**src/hw/rtl/assert_macros.svh**
```systemverilog
// Assertion macros shared by the RTL that checks itself.
`ifndef ASSERT_MACROS_SVH
`define ASSERT_MACROS_SVH

// Condition holds at every clock edge outside reset.
`define CHK_ALWAYS(label, clk, rst_n, cond) \
	label: assert property (@(posedge clk) disable iff (!rst_n) (cond)) \
		else $error("invariant violated");

// Antecedent at one edge implies consequent at the next edge.
`define CHK_NEXT(label, clk, rst_n, ante, cons) \
	label: assert property (@(posedge clk) disable iff (!rst_n) (ante) |=> (cons)) \
		else $error("next-cycle check violated");

`endif

```
**src/hw/rtl/mamb_pkg.sv**
```systemverilog
// Package for the moving average / median blend unit: register map, widths, states.
`default_nettype none

package mamb_pkg;

	// Configuration port
	localparam int CFG_IDX_W = 1;
	localparam int CFG_W     = 6;
	localparam int WLEN_W    = 6;

	// Register indexes
	localparam logic [CFG_IDX_W-1:0] REG_WINDOW_LENGTH = 1'b0;
	localparam logic [CFG_IDX_W-1:0] REG_MEDIAN_ENABLE = 1'b1;

	// Sequencer states
	typedef enum logic [2:0] {
		ST_IDLE,
		ST_READ,
		ST_LOAD,
		ST_DIV,
		ST_DONE
	} state_t;

endpackage

`default_nettype wire

```
**src/hw/rtl/moving_average_median_blend_unit.sv**
```systemverilog
// Top level of the moving average filter with optional median-of-three blend.
//
//  channel  direction  handshake                fields
//  -------  ---------  -----------------------  ---------------------------
//  in       input      in_valid / in_stall      sample   (SAMPLE_BITS, signed)
//  out      output     out_valid / out_stall    filtered (SAMPLE_BITS, signed)
//  cfg      input      cfg_we (no handshake)    cfg_index, cfg_data
//
// A new word is taken only in ST_IDLE, after the previous result has gone to
// the output register; each word passes ST_READ, ST_LOAD, ST_DIV and ST_DONE
// in turn, and the bit-serial restoring divider, one quotient bit a cycle, runs
// in ST_DIV. Reset clears the history and loads window 1, median off; no
// clearing pass. A result waiting on out_stall does not block the next input
// word; the sequencer holds in ST_DONE only when a second result meets a full
// output.
`default_nettype none

`include "assert_macros.svh"

module moving_average_median_blend_unit
	import mamb_pkg::*;
#(
	parameter int WINDOW_DEPTH = 32,
	parameter int SAMPLE_BITS  = 16
) (
	input  wire logic                          clk,
	input  wire logic                          arst_n,
	// input channel
	input  wire logic                          in_valid,
	output logic                               in_stall,
	input  wire logic signed [SAMPLE_BITS-1:0] sample,
	// output channel
	output logic                               out_valid,
	input  wire logic                          out_stall,
	output logic signed      [SAMPLE_BITS-1:0] filtered,
	// configuration
	input  wire logic                          cfg_we,
	input  wire logic        [CFG_IDX_W-1:0]   cfg_index,
	input  wire logic        [CFG_W-1:0]       cfg_data
);

	localparam int SLOT_W  = $clog2(WINDOW_DEPTH);
	localparam int CNT_W   = $clog2(WINDOW_DEPTH + 1);
	localparam int TOTAL_W = SAMPLE_BITS + SLOT_W;
	localparam int BIT_W   = $clog2(TOTAL_W);

	// Median of three, ties give the shared value
	function automatic logic signed [SAMPLE_BITS-1:0] median3(
		input logic signed [SAMPLE_BITS-1:0] a,
		input logic signed [SAMPLE_BITS-1:0] b,
		input logic signed [SAMPLE_BITS-1:0] c
	);
		logic signed [SAMPLE_BITS-1:0] m;
		if ((a <= b && b <= c) || (c <= b && b <= a)) begin
			m = b;
		end else if ((b <= a && a <= c) || (c <= a && a <= b)) begin
			m = a;
		end else begin
			m = c;
		end
		return m;
	endfunction

	state_t state_q, state_d;

	// configuration and history
	logic        [WLEN_W-1:0]      window_q;
	logic                          median_en_q;
	logic        [SLOT_W-1:0]      slot_q;
	logic        [CNT_W-1:0]       held_q;
	logic signed [TOTAL_W-1:0]     total_q;
	logic signed [SAMPLE_BITS-1:0] prev1_q, prev2_q;

	// per-word working registers
	logic signed [SAMPLE_BITS-1:0] sample_q;
	logic signed [SAMPLE_BITS-1:0] med_q;
	logic                          use_med_q;
	logic                          neg_q;
	logic        [TOTAL_W-1:0]     dq_q;
	logic        [CNT_W-1:0]       rem_q;
	logic        [BIT_W-1:0]       bit_q;

	// output register
	logic                          out_valid_q;
	logic signed [SAMPLE_BITS-1:0] filtered_q;

	logic        [CNT_W-1:0]       win;
	logic                          in_accept;
	logic                          out_free;
	logic                          evict;
	logic        [CNT_W-1:0]       held_new;
	logic signed [TOTAL_W-1:0]     total_new;
	logic        [SLOT_W-1:0]      slot_next;
	logic signed [SAMPLE_BITS-1:0] ring_rdata;
	logic        [CNT_W:0]         trial;
	logic                          trial_ge;
	logic signed [SAMPLE_BITS:0]   mean;
	logic signed [SAMPLE_BITS:0]   blend_sum;
	logic signed [SAMPLE_BITS-1:0] result;

	// Effective window: zero or beyond the ring acts as one
	always_comb begin
		if (window_q == '0 || 32'(window_q) > 32'(WINDOW_DEPTH)) begin
			win = CNT_W'(1);
		end else begin
			win = CNT_W'(window_q);
		end
	end

	assign in_stall  = (state_q != ST_IDLE);
	assign in_accept = in_valid && !in_stall;
	assign out_free  = !out_valid_q || !out_stall;
	assign out_valid = out_valid_q;
	assign filtered  = filtered_q;

	// Sample ring; read at the current slot every cycle, written in ST_READ
	mamb_ram #(
		.WIDTH(SAMPLE_BITS),
		.DEPTH(WINDOW_DEPTH)
	) u_ring (
		.clk  (clk),
		.we   (state_q == ST_READ),
		.waddr(slot_q),
		.wdata(sample_q),
		.raddr(slot_q),
		.rdata(ring_rdata)
	);

	// History update for the word in flight
	always_comb begin
		evict     = (held_q >= win);
		held_new  = evict ? held_q : held_q + CNT_W'(1);
		total_new = total_q + TOTAL_W'(sample_q)
			- (evict ? TOTAL_W'(ring_rdata) : TOTAL_W'(0));
		if ((CNT_W'(slot_q) + CNT_W'(1)) == win) begin
			slot_next = '0;
		end else begin
			slot_next = slot_q + SLOT_W'(1);
		end
	end

	// Divider step: one quotient bit per cycle
	always_comb begin
		trial    = {rem_q, dq_q[TOTAL_W-1]};
		trial_ge = (trial >= {1'b0, held_q});
	end

	// Sign the quotient and blend with the median
	always_comb begin
		mean      = neg_q ? -signed'(dq_q[SAMPLE_BITS:0]) : signed'(dq_q[SAMPLE_BITS:0]);
		blend_sum = mean + (SAMPLE_BITS + 1)'(med_q);
		result    = use_med_q ? blend_sum[SAMPLE_BITS:1] : mean[SAMPLE_BITS-1:0];
	end

	// Sequencer: next state
	always_comb begin
		state_d = state_q;
		unique case (state_q)
			ST_IDLE: begin
				if (in_accept) begin
					state_d = ST_READ;
				end
			end
			ST_READ: state_d = ST_LOAD;
			ST_LOAD: state_d = ST_DIV;
			ST_DIV: begin
				if (bit_q == '0) begin
					state_d = ST_DONE;
				end
			end
			ST_DONE: begin
				if (out_free) begin
					state_d = ST_IDLE;
				end
			end
			default: state_d = ST_IDLE;
		endcase
	end

	// State register
	always_ff @(posedge clk or negedge arst_n) begin
		if (!arst_n) begin
			state_q <= ST_IDLE;
		end else begin
			state_q <= state_d;
		end
	end

	// Configuration and history registers
	always_ff @(posedge clk or negedge arst_n) begin
		if (!arst_n) begin
			window_q    <= WLEN_W'(1);
			median_en_q <= 1'b0;
			slot_q      <= '0;
			held_q      <= '0;
			total_q     <= '0;
		end else if (cfg_we) begin
			unique case (cfg_index)
				REG_WINDOW_LENGTH: window_q    <= cfg_data[WLEN_W-1:0];
				REG_MEDIAN_ENABLE: median_en_q <= cfg_data[0];
				default: ;
			endcase
			slot_q  <= '0;
			held_q  <= '0;
			total_q <= '0;
		end else if (state_q == ST_READ) begin
			slot_q  <= slot_next;
			held_q  <= held_new;
			total_q <= total_new;
		end
	end

	// Working registers: capture, median, divider
	always_ff @(posedge clk) begin
		if (in_accept) begin
			sample_q <= sample;
		end
		if (state_q == ST_READ) begin
			med_q     <= median3(sample_q, prev1_q, prev2_q);
			use_med_q <= median_en_q && (held_new >= CNT_W'(3));
			prev1_q   <= sample_q;
			prev2_q   <= prev1_q;
		end
		if (state_q == ST_LOAD) begin
			neg_q <= total_q[TOTAL_W-1];
			dq_q  <= total_q[TOTAL_W-1] ? TOTAL_W'(-total_q) : TOTAL_W'(total_q);
			rem_q <= '0;
			bit_q <= BIT_W'(TOTAL_W - 1);
		end else if (state_q == ST_DIV) begin
			rem_q <= trial_ge ? CNT_W'(trial - {1'b0, held_q}) : trial[CNT_W-1:0];
			dq_q  <= {dq_q[TOTAL_W-2:0], trial_ge};
			bit_q <= bit_q - BIT_W'(1);
		end
	end

	// Output register
	always_ff @(posedge clk or negedge arst_n) begin
		if (!arst_n) begin
			out_valid_q <= 1'b0;
		end else if (state_q == ST_DONE && out_free) begin
			out_valid_q <= 1'b1;
		end else if (!out_stall) begin
			out_valid_q <= 1'b0;
		end
	end

	always_ff @(posedge clk) begin
		if (state_q == ST_DONE && out_free) begin
			filtered_q <= result;
		end
	end

	// Checks
	`CHK_ALWAYS(a_held_in_window, clk, arst_n, held_q <= win)
	`CHK_ALWAYS(a_slot_in_window, clk, arst_n, CNT_W'(slot_q) < win)
	`CHK_NEXT(a_accept_starts, clk, arst_n, in_accept, state_q == ST_READ)
	`CHK_ALWAYS(a_result_from_done, clk, arst_n, !$rose(out_valid_q) || $past(state_q) == ST_DONE)

endmodule

`default_nettype wire

```
**src/hw/rtl/mamb_ram.sv**
```systemverilog
// Generic single-port-write, single-port-read RAM with registered read data.
`default_nettype none

module mamb_ram #(
	parameter int WIDTH = 16,
	parameter int DEPTH = 32
) (
	input  wire logic                     clk,
	input  wire logic                     we,
	input  wire logic [$clog2(DEPTH)-1:0] waddr,
	input  wire logic [WIDTH-1:0]         wdata,
	input  wire logic [$clog2(DEPTH)-1:0] raddr,
	output logic      [WIDTH-1:0]         rdata
);

	logic [WIDTH-1:0] mem_q [DEPTH];

	// Write port
	always_ff @(posedge clk) begin
		if (we) begin
			mem_q[waddr] <= wdata;
		end
	end

	// Registered read port
	always_ff @(posedge clk) begin
		rdata <= mem_q[raddr];
	end

endmodule

`default_nettype wire
```
**config.mk**
```make
export PLATFORM = sky130hd
export DESIGN_NAME = moving_average_median_blend_unit
export DESIGN_NICKNAME = d
export VERILOG_FILES = /design/src/hw/rtl/mamb_pkg.sv /design/src/hw/rtl/moving_average_median_blend_unit.sv /design/src/hw/rtl/mamb_ram.sv
export VERILOG_INCLUDE_DIRS = /design/src /design/src/hw/rtl
export SDC_FILE = /design/constraint.sdc
export NUM_CORES = 1
export LEC_CHECK = 0
export ABC_AREA = 1
export ABC_CLOCK_PERIOD_IN_PS = 12100
export BUFFER_PORTS_ARGS = -buffer_cell sky130_fd_sc_hd__buf_4
export CORE_MARGIN = 2
export CORE_UTILIZATION = 30
export CTS_BUF_LIST = sky130_fd_sc_hd__clkbuf_8
export DETAILED_ROUTE_END_ITERATION = 16
export HOLD_SLACK_MARGIN = 0.12
export SLEW_MARGIN = 20
export SYNTH_ARGS = -nofsm -noshare
export SYNTH_HDL_FRONTEND = slang
export SYNTH_HIERARCHICAL = 1
export SYNTH_SLANG_ARGS = --single-unit
```
**constraint.sdc**
```tcl
create_clock -name clk -period 12.1 [get_ports clk]
set_clock_uncertainty 0.05 [all_clocks]
set_input_delay 1.21 -clock clk [delete_from_list [all_inputs] [get_ports clk]]
set_output_delay 1.21 -clock clk [all_outputs]
set_load 0.02 [all_outputs]
```
# Word-level counts from Yosys, hierarchy flattened
# Memory sizes are Yosys's and may differ from the RTL's. A register that Yosys moved wholly into a read port is not among the register bits.
# Index checks and enable logic that the tools add are counted.
op_classes:
  n_reduce_logical: 23
  eq_ne: 9
  n_mux: 26
  bitwise_logic: 1
  add_sub_neg: 10
  order_cmp: 10
ops:
  columns: ["op", "n"]
  rows:
  - ["$mux W21", 6]
  - ["$le A16 B16 Y1", 6]
  - ["$mux W16", 3]
  - ["$mux W6", 5]
  - ["$add A21 B16 Y21", 1]
  - ["$neg A21 Y21", 1]
  - ["$sub A21 B21 Y21", 1]
  - ["$add A17 B16 Y17", 1]
  - ["$mux W17", 1]
  - ["$neg A17 Y17", 1]
  - ["$mux W5", 3]
  - ["$pmux W3 S5", 1]
  - ["$mux W3", 3]
  - ["$ge A7 B6 Y1", 1]
  - ["$logic_and A1 B1 Y1", 7]
  - ["$add A5 B1 Y6 const B", 1]
  - ["$add A6 B1 Y6 const B", 1]
  - ["$eq A3 B2 Y1 const B", 2]
  - ["$eq A6 B6 Y1", 1]
  - ["$ge A6 B2 Y1 const B", 1]
  - ["$ge A6 B6 Y1", 1]
  - ["$gt A6 B6 Y1 const B", 1]
  - ["$logic_not A6 Y1", 1]
  - ["$ne A2 B2 Y1 const B", 3]
  - ["other kinds (16)", 26]
totals:
  n_memories: 1
  ram_bits: 512
  output_inout_bits: 18
  regBits: 157
  wordCells: 97
mem_list:
  columns: ["memory", "words", "width", "rd", "rd_ports_with_merged_regs", "write_ports", "line_no", "rtl"]
  rows:
  - ["u_ring.mem_q", 32, 16, 1, 1, 1, "mamb_ram.sv:16", "logic [WIDTH-1:0] mem_q [DEPTH];"]

# Longest topological paths before layout
# Gate-level depths: netlist (run 1).
depth:
  ltp_word: 8
  ltp_mapped: 28
  depth_no_buf: 26

# Cells and area by module
# Netlist (run 1), hierarchy kept.
modules_own_cells:
  columns: ["module", "seq_area_each_um2", "instances", "cells_per_inst", "area_per_inst_um2"]
  rows:
  - ["mamb_ram", 15695.1, 1, 1794, 21301.7]
  - ["moving_average_median_blend_unit", 4390.5, 1, 1411, 11501.0]

# Least setup slack after synthesis (run 1)
# OpenSTA, ideal clock, no wires.
synth_timing:
  path_type: "register to register"
  start: "register state_q[2]"
  end: "memory u_ring.mem_q[30][0] (enable)"
  period_less_slack_ns: 6.262
  setup_slack_ns: 5.838
  path_buffers: 0
  arrival_ns: 5.823
  path_stages_with_launch: 4
  path_cell_list: "dfrtp_1 -> nor3_1 -> nand3_1 -> nor2_1"
synth_between:
  elab_chain_len: 3
synth_rtl:
  columns: ["item", "line_no", "rtl"]
  rows:
  - ["start: declaration", "moving_average_median_blend_unit.sv:64", "state_t state_q, state_d;"]
  - ["start signal: assignment", "moving_average_median_blend_unit.sv:185", "state_q <= state_d;"]
  - ["$eq A3 B1 Y1", "moving_average_median_blend_unit.sv:122", ".we (state_q == ST_READ),"]
  - ["$mux W1", "mamb_ram.sv:20", "if (we) begin"]
  - ["$mux W1 (not written as such)", "mamb_ram.sv:21", "mem_q[waddr] <= wdata;"]
  - ["end: declaration", "mamb_ram.sv:16", null]
# No other way between the ends.

# Final worst setup path (run 1)
layout_timing:
  start: "register window_q[2]"
  end: "register total_q[12]"
layout_between:
  elab_chain_len: 8
  elab_cells_between_ends: 9
  classes_between: "add/sub: 1; order compare: 2; mux: 4; reduce/logical: 2"
layout_rtl:
  columns: ["item", "line_no", "rtl"]
  rows:
  - ["start: declaration", "moving_average_median_blend_unit.sv:67", "logic [WLEN_W-1:0] window_q;"]
  - ["start signal: assignment", "moving_average_median_blend_unit.sv:199", "REG_WINDOW_LENGTH: window_q <= cfg_data[WLEN_W-1:0];"]
  - ["$gt A6 B6 Y1 or $logic_not A6 Y1 (tied branches)", "moving_average_median_blend_unit.sv:103", "if (window_q == '0 || 32'(window_q) > 32'(WINDOW_DEPTH)) begin"]
  - ["$logic_or A1 B1 Y1", "moving_average_median_blend_unit.sv:103", null]
  - ["$mux W6 (*)", "moving_average_median_blend_unit.sv:103", null]
  - ["$ge A6 B6 Y1 (*)", "moving_average_median_blend_unit.sv:131", "evict = (held_q >= win);"]
  - ["$mux W21 (*)", "moving_average_median_blend_unit.sv:134", "- (evict ? TOTAL_W'(ring_rdata) : TOTAL_W'(0));"]
  - ["$sub A21 B21 Y21 (*)", "moving_average_median_blend_unit.sv:134", null]
  - ["$mux W21 (*)", "moving_average_median_blend_unit.sv:206", "end else if (state_q == ST_READ) begin"]
  - ["$mux W21 (*)", "moving_average_median_blend_unit.sv:197", "end else if (cfg_we) begin"]
  - ["end signal: assignment", "moving_average_median_blend_unit.sv:209", "total_q <= total_new;"]
  - ["end: declaration", "moving_average_median_blend_unit.sv:71", "logic signed [TOTAL_W-1:0] total_q;"]
# Every way passes the cells marked *; elsewhere a longest branch is shown, timed or not. The select of a mux whose other input is x is not followed.
# A chain may end at the register's enable or synchronous reset.

==> results of run 1 <==
## layout by cell type (no fill, tap or decap), types with 27 or more instances in the layout
master                     netlist  layout
sky130_fd_sc_hd__dfxtp_1        27      27
sky130_fd_sc_hd__edfxtp_1      615     615
sky130_fd_sc_hd__inv_1         244     276
sky130_fd_sc_hd__nand2_1      1048    1048
sky130_fd_sc_hd__clkbuf_8        0     114
sky130_fd_sc_hd__dfrtp_1        42      39
sky130_fd_sc_hd__xor2_1         45      45
sky130_fd_sc_hd__ha_1          101     101
sky130_fd_sc_hd__nor2_1        129     128
sky130_fd_sc_hd__buf_4          30     110
sky130_fd_sc_hd__a21oi_1        80      80
sky130_fd_sc_hd__o21ai_0        83      83
sky130_fd_sc_hd__nand3_1       472     472
## worst min-delay path, delay by kind of cell, from the launching register on
kind	cells	cell delay, ns
AO/OA/AOI/OAI	1	0.05
flip-flops	1	0.31
AND/OR/NAND/NOR	1	0.06
## state kept, by name, summed over array words and instances (netlist names)
signal / count
window_q: 6
prev2_q: 16
total_q: 21
out_valid: 1
neg_q: 1
state_q: 3
med_q: 16
dq_q: 21
u_ring/rdata: 16
slot_q: 5
bit_q: 5
rem_q: 6
filtered: 16
median_en_q: 1
sample_q: 16
u_ring/mem_q: 512
use_med_q: 1
held_q: 6
prev1_q: 16
## final timing paths
| check | start | to | slack, ns |
|---|---|---|---|
| worst max register to register | window_q[2] | total_q[12] | 7.29 |
| min in group asynchronous | arst_n | state_q[0] | 0.43 |
| worst min-delay path | bit_q[0] | bit_q[0] | 0.42 |
| worst min register to register | bit_q[0] | bit_q[0] | 0.42 |
| max in group asynchronous | arst_n | slot_q[0] | 11.09 |
| worst max-delay path | window_q[2] | total_q[12] | 7.29 |
## kinds of logic (layout without fill, tap and decap cells)
kind of cell               Yosys count  count (layout)
AOI/OAI and AO/OA                  233             233
xor gates and xnor gates            60              60
adders and majority gates          123             123
buffers and inverters              382             548
DFF                                685             685
muxes                                3               3
other                                0               2
and+or+nand+nor                   1719            1719
## routing by layer
layer  wire length, um  track usage, %  share of wire (%)  vias to the layer above
met1             38200           20.41                 45                    11200
met3              4745           2.099                5.6                      134
met2             39550           24.30                 47                      636
li1                  -               -                  -                    11071
met4              2217           4.799                2.6                        0
met5                 0               0                  0                        -
## power by group
part | leakage, nW | total (mW) | switching (mW) | internal [mW]
registers | 6.36 | 3.15 | 0.185 | 2.96
clock network | 1.13 | 1.86 | 0.922 | 0.934
logic | 7.18 | 3.85 | 2.63 | 1.22
## per-stage QoR
step,cells,area [sq um],utilization [%],hold slack (ns),setup slack [ns]
3_3_place_gp,4599,34540,31.77,0.4015,7.389
4_1_cts,4784,36520,33.59,0.3931,7.323
3_5_place_dp,4599,34540,31.77,0.4127,7.351
2_1_floorplan,3205,32800,-,0.3909,5.838
5_1_grt,4786,36550,33.62,0.4318,6.775
6_report,4787,36550,33.63,0.4202,7.286
## layout make-up
| class | count | area [sq um] | area share [%] |
|---|---|---|---|
| Sequential cell | 685 | 20090 | 54.97 |
| Multi-Input combinational cell | 2138 | 10890 | 29.79 |
| Tap cell | 1414 | 1769 | 4.840 |
| Clock buffer | 114 | 1569 | 4.292 |
| Inverter | 252 | 962.2 | 2.632 |
| Timing Repair Buffer | 111 | 853.3 | 2.334 |
| Clock inverter | 71 | 409.1 | 1.119 |
| Antenna cell | 2 | 5.005 | 0.01369 |
==> impl_summary.txt, run 1 <==
----------------------------------------------------
[Critical path]
  Top delay family on crit path ... simple AND/OR/NAND/NOR gates
  Critical Path, Cell by Cell ... nor3_2 -> nand4_1 -> nand2_1 -> nand2_1 -> ha_1 -> inv_1 -> a21boi_0 -> o21ai_0 -> nand2_1 -> inv_1 -> nor2_1 -> fa_1 -> inv_1 -> ha_1 -> inv_1 -> nor3_1 -> a21oi_1 -> o21ai_1 -> nand2_1 -> nand2_1 -> a21oi_1 -> o21ai_0 -> o21ai_1
  Arrival time of the worst setup path ... approximately 5.4 ns
  CP max-delay cell ... sky130_fd_sc_hd__inv_1
  Most common cell on crit path ... sky130_fd_sc_hd__nand2_1
  CP required ... between 10 and 15 ns
  Largest fanout on the critical path ... 22
  Kind of launch point of the worst setup path ... flop
  Peak per-stage delay on the critical path ... slightly above 0.6 ns
  Critical path class ... flop to flop
  Count of cells along the worst register-to-register path ... 23
  Buffers & Inverters on Critical Path ... 4
  Logic depth of the worst path, buffers included ... 23
  CP Capture Type ... flop

[Global route]
  GRT Resource Usage Total ... ~15%
  Wire length of the first global-routing pass ... around 130,000 um
  Antenna violations before repair ... 3
  Gr ovfl total ... 0
  Maximum number of pins on one net before global-route repair ... about 170
  Via count of the first global-routing pass ... 22,160

[STA]
  RSZ-0062 raised after global routing ... false
  Final max-slew violation count ... 0
  Slew headroom ... a little under a third
  Number of failing setup endpoints in the final timing report ... 0
  Minimum period implied by the final worst setup slack ... ~4.8 ns
  F_max ... just over 200 MHz
  Post-route setup TNS ... 0 ns
  Ratio of final minimum period to clock period ... between 30% and 40%
  Transition time at the pin with the least slew margin ... 1.041 ns
  Final Hold Viols ... 0

[Drt]
  Total detailed-routing wirelength ... 84,710 um
  Final routed wire length divided by cell count ... around 18 um
  Post-route antenna net violation count ... 0
  Remaining design rule violation count ... 0
  Router iterations before antenna repair ... 5
  Vias post-DR ... 23,041
  Mean number of vias per cell ... about 4.8
  Detailed Route Iter0 Violations ... about 2,200

[Run status]
  Status ... finished, final reports clean

[Logic synthesis]
  Number of flops mapped to enable cells by yosys ... approximately 600
  Syn Std Cell Area ... around 33,000 sq um
  Most area-consuming cells after synthesis ... sky130_fd_sc_hd__edfxtp_1 (56%), sky130_fd_sc_hd__nand2_1 (12%), sky130_fd_sc_hd__nand3_1 (7.2%)
  Flip-flop and latch count after synthesis ... between 600 and 700
  Gate count of the mapped netlist ... approximately 3,200
  Unique masters post-synth ... 52
  Post-synthesis share of cell area spent on xor and xnor gates ... around 1.6%
  Main combinational cell family by area after synthesis ... simple AND/OR/NAND/NOR gates
  Library cell with the largest summed area after synthesis ... sky130_fd_sc_hd__edfxtp_1
  Synthesized area per cell ... between 10 and 15 sq um
  Async set-or-reset flop fraction in the synthesized netlist ... under 10%
  Area fraction of the dominant cell type after synthesis ... around 56%
  Top flip-flop cell by instance count after synthesis ... sky130_fd_sc_hd__edfxtp_1
  Portion of netlist area occupied by mux cells ... less than 1%
  Share of the yosys chip area belonging to registers ... ~61%
  Post-synth net total ... between 3,000 and 4,000
  Adder and majority gate portion of the synthesized area ... under 10%
  Most used standard cells in the synthesized netlist ... sky130_fd_sc_hd__nand2_1 (1,048), sky130_fd_sc_hd__edfxtp_1 (615), sky130_fd_sc_hd__nand3_1 (472), sky130_fd_sc_hd__inv_1 (244), sky130_fd_sc_hd__nor2_1 (129)
  Most frequently used cell type in the post-synthesis netlist ... sky130_fd_sc_hd__nand2_1
  Complex-gate fraction of the synthesized area ... ~4%
  Yosys Warn Count ... 6
  Synthesized-area fraction occupied by and/or/nand/nor cells ... between 20% and 30%

[CTS]
  Root cell of the clock tree ... sky130_fd_sc_hd__clkbuf_8
  Hold buffer count at cts ... 0
  H-tree Lvls ... 3
  Clock transition at the register clock pins on the worst setup and hold paths after CTS ... 0.06 ns
  Number of buffers on the longest clock path ... 3
  CTS-repair resized insts ... 0
  Clock Sinks ... 685
  Post-CTS setup buffer count ... 0
  Worst skew pair latency ... about 0.75 ns
  Number of buffers added by the clock tree synthesis step ... 108
  CTS tree ... done

[Power and ir drop]
  Tot Pwr ... approximately 8.9 mW
  Maximum resistive drop on vdd ... 0.1251 mV
  Static leakage ... about 15 nW
  Pwr/cell area ... between 200 and 250 nW/um^2

[Layout]
  Layout area overhead ... 11.43%
  Total number of nets in the final design ... 3,447
  Layout cells sized above 1 ... 8.929%
  # fillers ... 10,972

[Floorplan]
  Die outline area ... 112,000 sq um
  Placement row count ... 121
  Initial core utilization ... 30.18%
  Core box area ... between 100,000 and 150,000 sq um
  Die Height ... between 300 and 400 um
  Die extent in x ... ~330 um
  Top-Level Pins ... 46

[Placement]
  Final RePlAce weighted congestion ... around 0.88
  Count of buffers inserted at the top-level ports ... 45
  Final HPWL DP ... 50,540 um

[Min path]
  Type of the worst min-delay path ... flop to flop
  Number of instances on the worst hold path ... 2

[Run]
  MaxCap Viol Count ... 0

----------------------------------------------------
Note: power is estimated with default switching activity, not from simulation.
==> run 2, diff against run 1 <==
--- a/config.mk
+++ b/config.mk
@@ -7,7 +7,7 @@
 export NUM_CORES = 1
 export LEC_CHECK = 0
 export ABC_AREA = 1
-export ABC_CLOCK_PERIOD_IN_PS = 12100
+export ABC_CLOCK_PERIOD_IN_PS = 4200
 export BUFFER_PORTS_ARGS = -buffer_cell sky130_fd_sc_hd__buf_4
 export CORE_MARGIN = 2
 export CORE_UTILIZATION = 30
==> constraint.sdc (replaced) <==
create_clock -name clk -period 4.2 [get_ports clk]
set_clock_uncertainty 0.05 [all_clocks]
set_input_delay 0.42 -clock clk [delete_from_list [all_inputs] [get_ports clk]]
set_output_delay 0.42 -clock clk [all_outputs]
set_load 0.02 [all_outputs]
==> run 2 against run 1 <==
Utilization increased by 1.1 points. Sequential share of layout area is 1.8 points lower. Maximum frequency grew 20%. Total power grew to 3.1 times the previous value. Final cell count grew 1.9%. Clock-buffer cell count is 5 higher. Die area did not move.
==> impl_summary.txt, run 2 (synthesis gave the netlist of run 1 again) <==
----------------------------------------------------
[Critical path]
  CP max-delay cell ... sky130_fd_sc_hd__fa_1
  CP Capture Type ... flop
  R2r setup slk ... 0.19 ns (-7.10 ns)
  Critical path class ... flop to flop
  Kind of launch point of the worst setup path ... flop
  Arrival time of the worst setup path ... 4.56 ns (-0.79 ns)
  Top delay family on crit path ... simple AND/OR/NAND/NOR gates
  Peak per-stage delay on the critical path ... 0.54 ns (-0.08 ns)
  CP required ... 4.75 ns (-7.89 ns)
  Critical Path, Cell by Cell ... nor3_2 -> nand4_1 -> nand2_2 -> nand2_1 -> ha_1 -> a21boi_2 -> o21ai_1 -> nand2_2 -> buf_12 -> clkinvlp_4 -> nor2_1 -> fa_1 -> inv_1 -> ha_1 -> nand2_1 -> buf_4 -> nor2_1 -> nand3_1 -> nand2_2 -> nand4_1 -> a21oi_1 -> o22ai_1
  Buffers & Inverters on Critical Path ... 4 (unchanged)
  Origin of the critical flop-to-flop path ... window_q[3]
  Most common cell on crit path ... sky130_fd_sc_hd__nand2_2
  Capture point of the worst reg-to-reg path ... total_q[17]
  Largest fanout on the critical path ... 5 (-77%)
  Count of cells along the worst register-to-register path ... 22 (-4.3%)

[Layout]
  Flip-flop count of the largest register, all copies and words added ... 512 (unchanged)
  Layout cells sized above 1 ... 12.34% (+3.4 points)
  Layout area overhead ... 15.10%
  Commonest non-fill, non-tap cells in the layout ... sky130_fd_sc_hd__nand2_1 (1,036), sky130_fd_sc_hd__edfxtp_1 (615), sky130_fd_sc_hd__nand3_1 (472)
  Total number of nets in the final design ... 3,519 (+2.1%)
  Total area of multi-input combinational cells ... 11,260 sq um (+3.4%)
  # fillers ... 10,880 (-0.84%)
  Registers with the most flip-flops ... u_ring/mem_q x512, dq_q x21, total_q x21
  Most common cell after layout, fill and taps aside ... sky130_fd_sc_hd__nand2_1
  Post-route cell area ... 37,760 sq um (+3.3%)
  Sequential cell area ... 20,090 sq um (unchanged)
  Largest Register ... u_ring/mem_q

[Drt]
  Detailed Route Iter0 Violations ... 1,903 (-14%)
  Final routed wire length divided by cell count ... 17.89 um (+1.1%)
  Remaining design rule violation count ... 0 (unchanged)
  Post-route antenna net violation count ... 0 (unchanged)
  Router iterations before antenna repair ... 6 (+1)
  Total detailed-routing wirelength ... 87,250 um (+3.0%)
  Mean number of vias per cell ... 4.766 (-0.98%)
  Vias post-DR ... 23,250 (+0.91%)

[Floorplan]
  Top-Level Pins ... 46 (unchanged)
  Initial core utilization ... 30.18% (unchanged)
  Die extent in x ... 334.7 um (unchanged)
  Placement row count ... 121 (unchanged)
  Core box area ... 108,700 sq um (unchanged)
  Die outline area ... 112,000 sq um (unchanged)
  Die Height ... 334.7 um (unchanged)

[Global route]
  Antenna violations before repair ... 2 (-1)
  Maximum number of pins on one net before global-route repair ... 116 (-33%)
  Gr ovfl total ... 0 (unchanged)
  GRT Resource Usage Total ... 15.39% (+0.50 points)
  Via count of the first global-routing pass ... 22,029 (-0.59%)
  Wire length of the first global-routing pass ... 132,600 um (+2.1%)

[STA]
  Number of failing setup endpoints in the final timing report ... 0 (unchanged)
  Ratio of final minimum period to clock period ... 95.54% (+56 points)
  Minimum period implied by the final worst setup slack ... 4.013 ns (-0.8012 ns)
  Least setup slack across all paths after layout ... 0.1873 ns (-7.099 ns)
  RSZ-0062 raised after global routing ... true
  Transition time at the pin with the least slew margin ... 0.9947 ns (-0.04669 ns)
  Slew headroom ... 33.53% (+3.0 points)
  Final max-slew violation count ... 0 (unchanged)
  Post-route setup TNS ... 0 ns (unchanged)
  Worst hold margin ... 0.2258 ns (-0.1943 ns)
  F_max ... 249.2 MHz (+20%)
  Final Hold Viols ... 0 (unchanged)

[CTS]
  Clock transition at the register clock pins on the worst setup and hold paths after CTS ... 0.07 ns (about the same)
  H-tree Lvls ... 3 (unchanged)
  CTS tree ... done
  Root cell of the clock tree ... sky130_fd_sc_hd__clkbuf_8
  Clock Sinks ... 685 (unchanged)
  Number of buffers on the longest clock path ... 3 (unchanged)
  Number of buffers added by the clock tree synthesis step ... 110 (+1.9%)
  Worst skew pair latency ... 0.75 ns (about the same)

[Placement]
  Final RePlAce weighted congestion ... 0.8682 (-1.5%)
  Count of buffers inserted at the top-level ports ... 45 (unchanged)
  Placement-stage worst setup slack ... 0.02005 ns (-7.331 ns)
  Placed cell area ... 34,930 sq um (+1.1%)
  Final HPWL DP ... 53,960 um (+6.8%)

[Min path]
  Type of the worst min-delay path ... primary input to async pin

[Power and ir drop]
  Static leakage ... 15.10 nW (+2.9%)
  Tot Pwr ... 27.27 mW (+210%)
  Pwr/cell area ... 722.4 nW/um^2 (+200%)
  Maximum resistive drop on vdd ... 0.4252 mV (+240%)

[Run]
  MaxCap Viol Count ... 0 (unchanged)

[Run status]
  Status ... finished, final reports clean

----------------------------------------------------
==> run 2: power by group <==
group          switching, mW  internal [mW]  total [mW]
sequential             0.580           8.54        9.12
clock                   2.70           2.81        5.51
combinational           8.12           4.53        12.6
==> run 2: final cells by class <==
type | instances | area share, %
Clock buffer | 119 | 4.338
Timing Repair Buffer | 180 | 4.083
Inverter | 252 | 2.565
Antenna cell | 3 | 0.01988
Timing Repair inverter | 1 | 0.01988
Multi-Input combinational cell | 2138 | 29.81
Tap cell | 1414 | 4.686
Clock inverter | 86 | 1.256
Sequential cell | 685 | 53.22
==> run 2: worst register-to-register path, cell delays in order, from the launching register on <==
cell	delay [ns]
sky130_fd_sc_hd__dfrtp_1	0.39
sky130_fd_sc_hd__nor3_2	0.21
sky130_fd_sc_hd__nand4_1	0.15
sky130_fd_sc_hd__nand2_2	0.12
sky130_fd_sc_hd__nand2_1	0.08
sky130_fd_sc_hd__ha_1	0.27
sky130_fd_sc_hd__a21boi_2	0.15
sky130_fd_sc_hd__o21ai_1	0.16
sky130_fd_sc_hd__nand2_2	0.12
sky130_fd_sc_hd__buf_12	0.15
sky130_fd_sc_hd__clkinvlp_4	0.12
sky130_fd_sc_hd__nor2_1	0.07
sky130_fd_sc_hd__fa_1	0.54
sky130_fd_sc_hd__inv_1	0.07
sky130_fd_sc_hd__ha_1	0.27
sky130_fd_sc_hd__nand2_1	0.07
sky130_fd_sc_hd__buf_4	0.13
sky130_fd_sc_hd__nor2_1	0.15
sky130_fd_sc_hd__nand3_1	0.10
sky130_fd_sc_hd__nand2_2	0.12
sky130_fd_sc_hd__nand4_1	0.12
sky130_fd_sc_hd__a21oi_1	0.15
sky130_fd_sc_hd__o22ai_1	0.09
==> run 2: repair_timing <==
| action | in CTS | in global routing |
|---|---|---|
| pin swaps | 0 | 21 |
| endpoints found under the setup margin | 2 | 17 |
| hold endpoints to repair | 82 | 0 |
| hold buffers | 28 | 0 |
| gates cloned | 0 | 1 |
| resized for setup | 1 | 96 |
| setup buffers | 0 | 4 |
==> run 2: worst max-delay path by stage <==
| stage | start | endpoint | slack (ns) | cells past startpoint |
|---|---|---|---|---|
| 2_1_floorplan | window_q[2] | total_q[12] | 0.1 | 24 |
| 3_3_place_gp | window_q[2] | total_q[16] | 0.07 | 23 |
| 3_5_place_dp | window_q[2] | total_q[20] | 0.02 | 23 |
| 4_1_cts | window_q[2] | total_q[19] | 0.06 | 23 |
| 5_1_grt | window_q[3] | total_q[12] | -0.04 | 22 |
| 6_report | window_q[3] | total_q[17] | 0.19 | 22 |
==> run 2: per-stage QoR <==
stage / std cells / util, %
floorplan: 3205 / -
global placement: 4637 / 32.13
detailed placement: 4637 / 32.13
CTS: 4870 / 34.34
global route: 4877 / 34.73
finish: 4878 / 34.73
==> run 2: routing by layer <==
layer / wire, um / vias to the layer above / track usage (%)
li1: - / 11264 / -
met1: 38980 / 11058 / 21.34
met2: 39500 / 787 / 23.99
met3: 5795 / 141 / 2.672
met4: 2982 / 0 / 5.954
met5: 0 / - / 0
